<file path="config.mk">
export PLATFORM = sky130hd
export DESIGN_NAME = sit_diff
export DESIGN_NICKNAME = d
export VERILOG_FILES = /design/src/sv/sit_pkg.sv /design/src/sv/sit_diff.sv
export SDC_FILE = /design/constraint.sdc
export NUM_CORES = 1
export LEC_CHECK = 0
export BUFFER_PORTS_ARGS = -buffer_cell sky130_fd_sc_hd__buf_2
export CAP_MARGIN = 20
export CELL_PAD_IN_SITES_DETAIL_PLACEMENT = 1
export CELL_PAD_IN_SITES_GLOBAL_PLACEMENT = 1
export CORE_ASPECT_RATIO = 2
export CORE_MARGIN = 1
export CORE_UTILIZATION = 37
export CTS_CLUSTER_DIAMETER = 30
export DETAILED_ROUTE_END_ITERATION = 7
export PLACE_DENSITY_LB_ADDON = 0.1
export SYNTH_ARGS = -nofsm -noshare
export SYNTH_HDL_FRONTEND = slang
export SYNTH_SLANG_ARGS = --single-unit
</file>
<file path="constraint.sdc">
create_clock -name clk -period 0.8 [get_ports clk]
set_clock_uncertainty 0.05 [all_clocks]
set_input_delay 0.12 -clock clk [delete_from_list [all_inputs] [get_ports clk]]
set_output_delay 0.12 -clock clk [all_outputs]
set_load 0.02 [all_outputs]
</file>
<file path="src/sv/sit_pkg.sv">
// Package of the segment intersection core: default widths and pipeline depth.
// No dependencies; used by every module of the core and by its checker.
`timescale 1ns / 1ps

package sit_pkg;

	// default coordinate width (signed Q.4 fixed point)
	localparam int unsigned COORD_WIDTH_DEF = 16;

	// register stages from accepted item to strobed result
	localparam int unsigned PIPE_DEPTH = 4;

endpackage

</file>
<file path="src/sv/sit_diff.sv">
// Stage 1 of the segment intersection core: edge and offset differences.
// Depends on sit_pkg for the default coordinate width.
`timescale 1ns / 1ps

module sit_diff #(
	parameter int unsigned COORD_WIDTH = sit_pkg::COORD_WIDTH_DEF
) (
	input  logic                          clk,
	input  logic                          arst_n,
	input  logic                          in_valid,
	input  logic [COORD_WIDTH-1:0]        ax0,
	input  logic [COORD_WIDTH-1:0]        ay0,
	input  logic [COORD_WIDTH-1:0]        ax1,
	input  logic [COORD_WIDTH-1:0]        ay1,
	input  logic [COORD_WIDTH-1:0]        bx0,
	input  logic [COORD_WIDTH-1:0]        by0,
	input  logic [COORD_WIDTH-1:0]        bx1,
	input  logic [COORD_WIDTH-1:0]        by1,
	output logic                          valid_s1,
	output logic signed [COORD_WIDTH:0]   adx_s1,
	output logic signed [COORD_WIDTH:0]   ady_s1,
	output logic signed [COORD_WIDTH:0]   bdx_s1,
	output logic signed [COORD_WIDTH:0]   bdy_s1,
	output logic signed [COORD_WIDTH:0]   sx_s1,
	output logic signed [COORD_WIDTH:0]   sy_s1
);

	localparam int unsigned DW = COORD_WIDTH + 1;

	function automatic logic signed [DW-1:0] sub_ext(
		input logic [COORD_WIDTH-1:0] p,
		input logic [COORD_WIDTH-1:0] q
	);
		logic signed [DW-1:0] pe;
		logic signed [DW-1:0] qe;
		pe = $signed({p[COORD_WIDTH-1], p});
		qe = $signed({q[COORD_WIDTH-1], q});
		return pe - qe;
	endfunction

	always_ff @(posedge clk or negedge arst_n) begin
		if (!arst_n) begin
			valid_s1 <= 1'b0;
		end else begin
			valid_s1 <= in_valid;
		end
	end

	// payload needs no reset; advance every cycle
	always_ff @(posedge clk) begin
		adx_s1 <= sub_ext(ax0, ax1);
		ady_s1 <= sub_ext(ay0, ay1);
		bdx_s1 <= sub_ext(bx0, bx1);
		bdy_s1 <= sub_ext(by0, by1);
		sx_s1  <= sub_ext(ax0, bx0);
		sy_s1  <= sub_ext(ay0, by0);
	end

endmodule

</file>
==> results of run 1 <==
==> kinds of logic after synthesis <==
group                      count (synthesis)  share of synthesized area
and+or+nand+nor                          193                      0.137
buffers and inverters                    140                     0.0751
DFF                                      103                      0.295
adders and majority gates                102                      0.189
xor gates and xnor gates                  66                     0.0826
AOI/OAI and AO/OA                        220                      0.212
muxes                                      6                    0.00876
==> synthesized netlist by cell type, drive strengths merged (4+ instances only) <==
cell and n:
or3 4, nor2 62, a21oi 63, and3 6
inv 130, ha 96, nor2b 14, o21bai 6
nand3 15, a31oi 7, o211ai 12, o2111ai 4
clkbuf 9, a21o 21, a211oi 6, nand2b 12
o21ai 41, nor3 12, xor2 14, nand4 9
mux2i 5, dfxtp 102, xnor2 52, o22ai 4
a21boi 4, o21a 18, fa 6, nand2 40
o31ai 5, o31a 6
==> metrics by stage <==
step            util  TNS [ps]  setup slack, ps
4_1_cts        0.715    -66380             -798
3_3_place_gp   0.596    -87820            -1250
2_1_floorplan      -    -51360             -933
3_5_place_dp   0.596    -91310            -1330
==> per-layer routing <==
layer	track usage	overflow
met1	0.783	1
met4	0.960	134
met2	1.02	240
met3	0.666	1
met5	0.133	0
==> timing repair <==
item	4_1_cts
pin swaps	102
endpoints found under the setup margin	198
hold endpoints to repair	8
hold buffers	3
cloned	0
resized for setup	492
setup buffers	37
==> impl_results.md, run 1 <==
* Clk sink count at 103
* Net count after synthesis at 1063
* Mapped Avg Cell Area at 8.43 um2
* Die Width at 99.2 um
* Largest net degree at the start of global routing at 19
* Placed Cells incl. Taps at 1498
* Synthesized cell area at 7000 um2
* Seq/Total Area, Yosys at 0.295
* Synth unique cells at 64
* Site Rows at 70
* Main synth FF type: dfxtp_1
* Mapped Cells at 830
* Worst ep type: register data pin
* Worst_ep grt: bdy_s1[10]$_DFF_P_/D
* IO Count at 234
* Overflow after GRT at 376
* CTS Root Cell: clkbuf_16
* Chip Height at 196 um
* Post-synth ARST share at 0.00971
* Synth Warn # at 0
* Num CTS Buffers at 9
* Outcome: aborted with a tool error
* H-Tree Depth at 3
* Clk buf depth at 2
* Run Error: [ERROR GRT-0232] Routing congestion too high. Check the congestion heatmap in the GUI.
* Stop stage: global routing (5_1_grt)
* Synth top area cells: dfxtp_1 29%, ha_1 17%, inv_1 7.0%
* Seq cells post-synth at 103
* Placed cell area at 11000 um2
* Count of buffers from port buffering at 233
* Number of flops mapped to enable cells by yosys at 0
* Starting Density at 0.380
* Post-synth top area cell: dfxtp_1
* Synth top area share at 0.292
* Total Routing Usage GR at 0.833
* DP Wirelength at 21.9 mm
* Gpl congestion at 0.864
==> run 2, diff against run 1 <==
CELL_PAD_IN_SITES_DETAIL_PLACEMENT = unset   (was 1)
CELL_PAD_IN_SITES_GLOBAL_PLACEMENT = unset   (was 1)
CORE_ASPECT_RATIO = unset   (was 2)
CORE_UTILIZATION = 40   (was 37)
CTS_CLUSTER_DIAMETER = unset   (was 30)
PLACE_DENSITY_LB_ADDON = 0.15   (was 0.1)
==> run 2 against run 1 <==
The flow now finishes, with violations (hold timing, setup timing). Synthesized cell count is the same. Area after synthesis unchanged.
==> impl_results.md, run 2 <==
* Clk sink count at 103
* Final setup viols at 189
* Placeable Area at 16800 um2
* Max Slew Vio Count at 0
* Crit path arrival time at 1830 ps
* M1 GR Usage at 0.268
* Most common cell after layout, fill and taps aside: buf_4
* Seq/Total Area, Yosys at 0.295
* Synth top area cells: dfxtp_1 29%, ha_1 17%, inv_1 7.0%
* Remaining DRCs at 0
* Synthesized cell area at 7000 um2
* Mapped Cells at 830
* Total routed wirelength at 24.3 mm
* Clock share of power at 0.217
* HP Class: input pin to flip-flop
* Iteration-0 DRC Markers at 232
* Antenna violations before repair at 1
* DR vias/cell at 4.98
* Gpl congestion at 0.904
* Switching power at 8.07 mW
* Num CTS Buffers at 9
* Mapped Avg Cell Area at 8.43 um2
* RSZ-0062 raised after global routing: true
* Leakage at 6.49 nW
* DP Wirelength at 17.1 mm
* Combinational power share at 0.491
* Routed len/inst at 15.6 um
* Most frequent cells in the layout: 215 x buf_4, 164 x buf_6, 110 x buf_2
* Outcome: complete, but fails checks
* Minimum clock period at 1600 ps
* Main synth FF type: dfxtp_1
* Overflow after GRT at 0
* Max cap viols at 0
* Synth top area share at 0.292
* Sw frac at 0.338
* Worst-Margin Slew at 528 ps
* Hold Buf Count CTS at 2
* Largest fanout on the critical path at 3
* Share of layout cells above drive strength 1 at 0.623
* GR peak layer: met2
* Pre-CTS setup slack at -1240 ps
* Setup ws final at -802 ps
* Final #Nets at 1568
* Internal power at 15.8 mW
* Hold slack at -52.6 ps
* Pwr/cell area at 1770 nW/um2
* Sequential cell fraction of total power at 0.292
* Net count after synthesis at 1063
* Chip Height at 134 um
* Type of origin of the critical path: input pin
* Total number of vias at 7769
* Met2 GRT Util at 0.488
* Max VDD drop at 1.23 mV
* Total Power at 23.9 mW
* Clock transition at path regs at 70 ps
* H-Tree Depth at 3
* DRT Pass-1 Iters at 4
* Crit. End Element: flip-flop
* IO Count at 234
* Clk buf depth at 2
* First-pass GRT wire length at 36.2 mm
* Worst setup path class: input pin to flip-flop
* Post-DRT Antenna Nets at 0
* Failing checks: hold timing, setup timing
* Die Width at 134 um
* Slew margin rel. at 0.639
* Total Routing Usage GR at 0.255
* P&R area growth vs syn at 93.0%
* Die ar. at 18000 um2
* CTS tree: built
* Number of global-route vias before repair at 7867
* Site Rows at 47
* Count of buffers from port buffering at 233
* Synth Warn # at 0
* Final Hold Vio Count at 6
* Number of flops mapped to enable cells by yosys at 0
* Starting Density at 0.416
* Final period utilization at 2.00
* Worst EP required at 1030 ps
* Post-synth ARST share at 0.00971
* Post-synth top area cell: dfxtp_1
* Top cells by count, synth: 130 x inv_1, 102 x dfxtp_1, 96 x ha_1
* Synth unique cells at 64
* Largest net degree at the start of global routing at 16
* Met3 Usage GRT at 0.0510
* Max Fclk at 624 MHz
* Top-count cell post-synth: inv_1
* Seq cells post-synth at 103
* CTS Root Cell: clkbuf_16
run 2: cell counts after synthesis:
Identical to the previous run, type by type.
run 2: worst max-delay path, stage by stage:
cell,delay (ps)
buf_8,100
buf_12,130
buf_6,110
fa_2,330
nand2b_4,160
a21oi_4,190
o211ai_1,120
buf_4,170
a21oi_4,150
o211ai_1,110
a31oi_1,130
run 2: cells by family (layout without fill, tap and decap cells):
group | count (synthesis) | after routing | share of synthesized area
compound gates | 220 | 220 | 0.212
xor+xnor | 66 | 66 | 0.0826
fa+ha+maj | 102 | 102 | 0.189
buf+inv | 140 | 648 | 0.0751
flops | 103 | 103 | 0.295
mux | 6 | 6 | 0.00876
other cells | 0 | 3 | 0
simple gates | 193 | 193 | 0.137
run 2: path summary, 6_finish.rpt:
path | from | to | slack (ps) | cells after the start
max in group asynchronous | arst_n | valid_s1 | 600 | 2
hold / removal | bx1[0] | bdx_s1[0] | -50 | 3
min in group asynchronous | arst_n | valid_s1 | 10 | 2
setup / recovery | by0[1] | sy_s1[14] | -800 | 11
run 2: power groups by stage:
stage / registers (mW) / logic, mW / clock network [mW]
floorplan: 7.98 / 3.83 / 0
global placement: 6.59 / 8.76 / 0
detailed placement: 6.58 / 8.87 / 0
CTS: 6.96 / 11.0 / 5.28
global route: 7.06 / 12.5 / 5.45
finish: 6.98 / 11.7 / 5.19
run 2: routing by layer:
| metal | part of all wire | vias up | wire (um) |
|---|---|---|---|
| met2 | 0.54 | 206 | 13000 |
| met4 | 0.027 | 0 | 648 |
| met1 | 0.39 | 3611 | 9380 |
| met5 | 0 | - | 0 |
| li1 | - | 3906 | - |
| met3 | 0.050 | 46 | 1220 |
run 2: what timing repair did:
| action | in CTS | in global routing |
|---|---|---|
| endpoints found under the setup margin | 198 | 192 |
| resized for setup | 472 | 77 |
| pin swaps | 93 | 75 |
| buffers inserted | 21 | 23 |
| endpoints found under the hold margin | 8 | 6 |
run 2: final cells by class:
class / instances / area [um2]
multi-input cells: 587 / 5830
repair buffers: 504 / 4250
clock buffers: 10 / 239
fillers: 1037 / 3320
clock inverters: 4 / 95.1
flip-flops and latches: 103 / 2190
inverters: 130 / 603
well taps: 220 / 275
diodes: 3 / 7.51
run 2: stage by stage:
stage	utilization	hold slack (ps)	std cells	cell area (um2)	setup TNS [ps]
finish	0.803	-52.6	1561	13500	-64360
global route	0.802	-45.2	1558	13500	-69510
CTS	0.774	-31.8	1539	13000	-60990
detailed placement	0.653	-151	1503	11000	-86300
global placement	0.653	-156	1503	11000	-85110
floorplan	-	-226	830	7870	-51360
No activity file was read; power rests on OpenSTA's default activity.
