[config.mk]
export PLATFORM = sky130hd
export DESIGN_NAME = sit_judge
export DESIGN_NICKNAME = d
export VERILOG_FILES = /design/src/sv/sit_pkg.sv /design/src/sv/sit_judge.sv
export SDC_FILE = /design/constraint.sdc
export NUM_CORES = 1
export LEC_CHECK = 0
export ABC_AREA = 1
export BUFFER_PORTS_ARGS = -buffer_cell sky130_fd_sc_hd__buf_2
export CAP_MARGIN = 20
export CORE_MARGIN = 2
export CORE_UTILIZATION = 41
export CTS_CLUSTER_DIAMETER = 50
export DETAILED_ROUTE_END_ITERATION = 6
export GPL_ROUTABILITY_DRIVEN = 0
export GPL_TIMING_DRIVEN = 0
export PLACE_DENSITY = 0.6
export SKIP_LAST_GASP = 1
export SLEW_MARGIN = 20
export SYNTH_ARGS = -nofsm -noshare
export SYNTH_HDL_FRONTEND = slang
export SYNTH_SLANG_ARGS = --single-unit
[constraint.sdc]
create_clock -name clk -period 5.4 [get_ports clk]
set_input_delay 0.27 -clock clk [delete_from_list [all_inputs] [get_ports clk]]
set_output_delay 0.27 -clock clk [all_outputs]
set_load 0.03 [all_outputs]
[src/sv/sit_pkg.sv]
// Package of the segment intersection core: default widths and pipeline depth.
// No dependencies; used by every module of the core and by its checker.
`timescale 1ns / 1ps

package sit_pkg;

	// default coordinate width (signed Q.4 fixed point)
	localparam int unsigned COORD_WIDTH_DEF = 16;

	// register stages from accepted item to strobed result
	localparam int unsigned PIPE_DEPTH = 4;

endpackage

[src/sv/sit_judge.sv]
// Stages 3 and 4 of the segment intersection core: determinant sums, then
// the sign-corrected range test. Depends on sit_pkg for the default width.
`timescale 1ns / 1ps

module sit_judge #(
	parameter int unsigned COORD_WIDTH = sit_pkg::COORD_WIDTH_DEF
) (
	input  logic                              clk,
	input  logic                              arst_n,
	input  logic                              valid_s2,
	input  logic signed [2*COORD_WIDTH+1:0]   den_p_s2,
	input  logic signed [2*COORD_WIDTH+1:0]   den_n_s2,
	input  logic signed [2*COORD_WIDTH+1:0]   tn_p_s2,
	input  logic signed [2*COORD_WIDTH+1:0]   tn_n_s2,
	input  logic signed [2*COORD_WIDTH+1:0]   un_p_s2,
	input  logic signed [2*COORD_WIDTH+1:0]   un_n_s2,
	output logic                              valid_s4,
	output logic                              hit_s4
);

	localparam int unsigned PW = 2 * COORD_WIDTH + 2;
	localparam int unsigned SW = PW + 1;

	logic                 valid_s3;
	logic signed [SW-1:0] den_s3;
	logic signed [SW-1:0] tn_s3;
	logic signed [SW-1:0] un_s3;
	logic                 den_zero;
	logic                 den_neg;
	logic                 in_pos;
	logic                 in_neg;
	logic                 hit;

	function automatic logic signed [SW-1:0] diff_ext(
		input logic signed [PW-1:0] p,
		input logic signed [PW-1:0] n
	);
		logic signed [SW-1:0] pe;
		logic signed [SW-1:0] ne;
		pe = $signed({p[PW-1], p});
		ne = $signed({n[PW-1], n});
		return pe - ne;
	endfunction

	always_ff @(posedge clk or negedge arst_n) begin
		if (!arst_n) begin
			valid_s3 <= 1'b0;
			valid_s4 <= 1'b0;
		end else begin
			valid_s3 <= valid_s2;
			valid_s4 <= valid_s3;
		end
	end

	always_ff @(posedge clk) begin
		den_s3 <= diff_ext(den_p_s2, den_n_s2);
		tn_s3  <= diff_ext(tn_p_s2, tn_n_s2);
		un_s3  <= diff_ext(un_p_s2, un_n_s2);
	end

	// mirror the bounds for a negative determinant rather than negate
	always_comb begin
		den_zero = (den_s3 == '0);
		den_neg  = den_s3[SW-1];
		in_pos   = (tn_s3 >= 0) && (tn_s3 <= den_s3) && (un_s3 >= 0) && (un_s3 <= den_s3);
		in_neg   = (tn_s3 <= 0) && (tn_s3 >= den_s3) && (un_s3 <= 0) && (un_s3 >= den_s3);
		hit      = !den_zero && (den_neg ? in_neg : in_pos);
	end

	always_ff @(posedge clk) begin
		hit_s4 <= hit;
	end

endmodule

Yosys cells after proc, flatten, opt, wreduce, memory -nomap -nowiden:

Cells that the tools add are included.

* register bits: 108
* input bits: 207
* logic and storage cells: 27

* $add $sub $neg: 3
* order comparisons: 8
* muxes and demuxes: 1
* reductions and logical operators: 9

Operator list (count)
* $sub 34x34->35: 3
* $ge 35x1->1 const B: 2
* $ge 35x35->1: 2
* $le 35x1->1 const B: 2
* $le 35x35->1: 2
* $logic_not 35->1: 1
* $logic_and 1x1->1: 7
* $logic_not 1->1: 1
* $mux 1: 1

Depth between registers and ports, before layout:

* depth in word-level cells: 6
* mapped depth: 19
* gate-level depth less buffers: 19

Worst setup path after synthesis:

OpenSTA, ideal clock, no wires.

* kind: input to register
* start: input tn_p_s2[0]
* end: register tn_s3[34]
* setup time: 0.123 ns
* arrival: 1.958 ns
* slack: 3.319 ns
* stages on the path: 15
* cells stage by stage: inv_1 -> ha_1 -> fa_1 -> inv_1 -> nand3_1 -> nand2_1 -> nand2_1 -> o211ai_2 -> nand2_1 -> nand2_1 -> nand2_1 -> nand2_2 -> nand3_1 -> a21boi_1 -> o22ai_1

* cells in the longest elaborated chain, start to end: 1

Ends and longest elaborated chain
* start, declared: line sit_judge.sv:13 `input logic signed [2*COORD_WIDTH+1:0] tn_p_s2,`
* $sub 34x34->35: line sit_judge.sv:42 `return pe - ne;`
* end signal, assigned: line sit_judge.sv:57 `tn_s3 <= diff_ext(tn_p_s2, tn_n_s2);`
* end, declared: line sit_judge.sv:26 `logic signed [SW-1:0] tn_s3;`

Every way passes these cells.

Worst setup path after layout:

* start: register den_s3[10]
* end: register hit_s4

* cells in the longest elaborated chain, start to end: 6
* elaborated cells on any way between the ends: 14

Ends and longest elaborated chain
* start, declared: line sit_judge.sv:25 `logic signed [SW-1:0] den_s3;`
* start signal, assigned: line sit_judge.sv:56 `den_s3 <= diff_ext(den_p_s2, den_n_s2);`
* $le 35x35->1 or $ge 35x35->1 (tied branches): line sit_judge.sv:65, sit_judge.sv:66
* $logic_and 1x1->1 (on tied branches) (3 in a row): line sit_judge.sv:65, sit_judge.sv:66
* $mux 1: line sit_judge.sv:67 `hit = !den_zero && (den_neg ? in_neg : in_pos);`
* $logic_and 1x1->1 (*): line sit_judge.sv:67
* named net hit: line sit_judge.sv:32 `logic hit;`
* end signal, assigned: line sit_judge.sv:71 `hit_s4 <= hit;`
* end, declared: line sit_judge.sv:18 `output logic hit_s4`

Mark *: on every way through the listed nets, which the timed path passes. The rest lies on a longest branch.

==> key figures <==
Floorplanning
  – Die Area: 27,330 um2
  – DIE HEIGHT: 165.3 um
  – Starting Density: 0.4129
  – I/O pin count: between 200 and 250
  – Core box area: about 26,000 um2
  – Cell Rows: 59
  – Die span in x: 165.3 um

Clock tree
  – Max clock buf depth: 2
  – Num CTS Buffers: 9
  – Clock-pin slew on the worst setup and hold paths: 0.07 ns
  – Post-CTS Setup Repair Bufs: 0
  – Clock latency on the worst-skew pair: 0.35 ns
  – H-Tree Depth: 3
  – CTS tree: built
  – Clk Tree Root Cell: clkbuf_16
  – Sink Count: between 100 and 150

Run status
  – Status: finished, final reports clean

Synthesis
  – Synthesized cell area: 10,670 um2
  – Synth Instances: 1,589
  – Seq/Total Area, Yosys: 0.2036
  – Mapped Nets: between 1,500 and 2,000
  – Number of synthesized flops with an enable pin: 0
  – Main synth FF type: dfxtp_1
  – Share of the synthesized area in the top cell type: 0.2017
  – YS warnings: 0
  – Post-synth top cells: nand2_1, inv_1, ha_1
  – Area contributors post-synth: ha_1, dfxtp_1, nand2_1, inv_1, nor2_1
  – Most frequent cell after synthesis: nand2_1
  – Synthesized area per cell: 6.714 um2
  – Netlist cell types: 35
  – FFs w/ async S/R, synth: 0.01852
  – Register bit total from synthesis: roughly 110
  – Cell taking the most area after synthesis: ha_1

Final layout
  – Total area of sequential cells: around 2200 um2
  – Layout area overhead: 16.41%
  – Fin area: approximately 12,000 um2
  – Nets: roughly 2,200
  – # fillers: 2,753
  – Fin util: 0.4807
  – Area of the multi-input gates: 7322 um2
  – Inserted Diodes: 0
  – Layout cells sized above 1: 0.1505

STA
  – Post-route setup slack: approximately 3.2 ns
  – Worst Max-Slew Pin Slew: 0.6225 ns
  – Max Fclk: 456.6 MHz
  – # setup viols final: 0
  – Final Skew: 0.007034 ns
  – Minimum clock period: 2.190 ns
  – Final hold violations: 0
  – Unrepaired setup endpoints after global routing: no
  – Setup TNS: 0 ns
  – Slew Viols, Final: 0
  – Rel. slew slack: 0.5812
  – Final Cycle Share: 0.4056

Min path
  – WHS Path Cells: 1
  – Hold Crit Class: input pin to register

Routing
  – Initial DRC count: 509
  – Total vias in the final route: 10,570
  – Drt pass-1 iters: 5
  – Via density: slightly below 5
  – # DRC: 0
  – Final ANT Viol Nets: 0
  – WL final: about 28,000 um
  – Wire per inst: ~13 um

GRT
  – Global-route wire length before repair: 45,530 um
  – Largest net degree at the start of global routing: 20
  – Tot GR Track Use: 0.2057
  – Gr ovfl total: 0
  – Vias in the first global route: roughly 9,900
  – Initial antenna violation count: 0

Worst setup path
  – Critical path required time: 5.66 ns
  – Setup CP Type: register to register
  – Setup crit start: den_s3[10]$_DFF_P_
  – Reg-to-reg startpoint: den_s3[10]$_DFF_P_
  – CP arrival: 2.45 ns
  – Critical path fanouts, max: 3
  – Type of origin of the critical path: register
  – Critical Path End Type: register
  – Worst Reg2Reg Path Length in Cells: 16
  – Critical path destination: hit_s4$_DFF_P_
  – Worst R2R End: hit_s4$_DFF_P_
  – R2r setup slk: 3.21 ns

Power
  – Max VDD drop: roughly 0.17 mV
  – Power Density: between 200 and 300 nW/um2
  – Pleak: 6.901 nW
  – Pwr Total: about 3.2 mW

Job
  – Max-cap violations: 0

Placed design
  – Final HPWL from detailed placement: 24,700 um
  – Place WS: 2.871 ns
  – # port buffers: ~210
  – Area after DPL: between 10,000 and 15,000 um2
## worst max-delay path, stage by stage, from the launching register on
cell and delay (ns):
dfxtp_1 0.32, inv_1 0.11, ha_1 0.32, nand2_1 0.07
nor2_1 0.22, inv_1 0.09, nor2_1 0.10, nand3_1 0.07
nand3_1 0.12, nand2_1 0.09, nand2_1 0.09, nand2_1 0.05
nand3_1 0.10, nand3_1 0.09, nand2_1 0.06, nand2_1 0.05
nor2_1 0.16
## metrics by stage
step | hold WS [ns] | cells
2_1_floorplan | -0.02559 | 1589
5_1_grt | 0.009811 | 2149
3_5_place_dp | 0.05855 | 2132
6_report | 0.03150 | 2149
3_3_place_gp | 0.05335 | 2132
4_1_cts | 0.01876 | 2149
## worst min-delay path by stage
stage | to | slack (ns) | startpoint
6_report | valid_s3$_DFF_PN0_ | 0.03 | valid_s2
2_1_floorplan | valid_s3$_DFF_PN0_ | -0.03 | arst_n
3_3_place_gp | valid_s4$_DFF_PN0_ | 0.05 | arst_n
5_1_grt | valid_s3$_DFF_PN0_ | 0.01 | valid_s2
3_5_place_dp | valid_s4$_DFF_PN0_ | 0.06 | arst_n
4_1_cts | valid_s3$_DFF_PN0_ | 0.02 | valid_s2
## layout make-up
class | instances | share of cell area
inverter | 313 | 0.09460
sequential | 108 | 0.1749
clock buffer | 10 | 0.01844
multi-input combinational | 1168 | 0.5896
tap | 335 | 0.03375
timing repair buffer | 209 | 0.08463
clock inverter | 6 | 0.004131
## per-layer routing
metal  wire length (um)  vias to the layer above  GRT usage
met2              12990                      235     0.3629
met4                348                        0    0.03566
li1                   -                     5620          -
met3               1259                       25    0.02797
met5                  0                        -          0
met1              13490                     4689     0.2706
## power by group
part	leakage, nW	internal, mW	switching (mW)
Combinational	5.84	0.578	0.916
Sequential	0.918	0.978	0.111
Clock	0.140	0.322	0.298
Total	6.90	1.88	1.32
## sequential cells by signal (all words and copies together) (netlist names)
register,flops
den_s3,35
hit_s4,1
tn_s3,35
un_s3,35
valid_s3,1
valid_s4,1
## cells by family after synthesis
| kind of cell | synth area share |
|---|---|
| buffers and inverters | 0.1101 |
| AOI/OAI and AO/OA | 0.1552 |
| and+or+nand+nor | 0.2540 |
| xor gates and xnor gates | 0.06978 |
| DFF | 0.2036 |
| adders and majority gates | 0.2073 |
## cells in the final DEF (no fill, tap or decap), types with 13 or more instances in the layout
master     n
nand2_1  342
inv_1    313
buf_2    208
ha_1     172
nor2_1   158
a21oi_1  113
dfxtp_1  106
xor2_1    64
nand3_1   55
o21ai_0   36
a31oi_1   31
nor4_1    24
a21o_1    23
nand2_2   22
nand4_1   22
xnor2_1   21
nor3_1    13
## what timing repair did
action                                  in CTS  in global routing
endpoints found under the setup margin       0                  0
hold endpoints to repair                     2                  0
resized for setup                            0                  0
hold buffers                                 1                  0
Note: power is estimated with default switching activity, not from simulation.
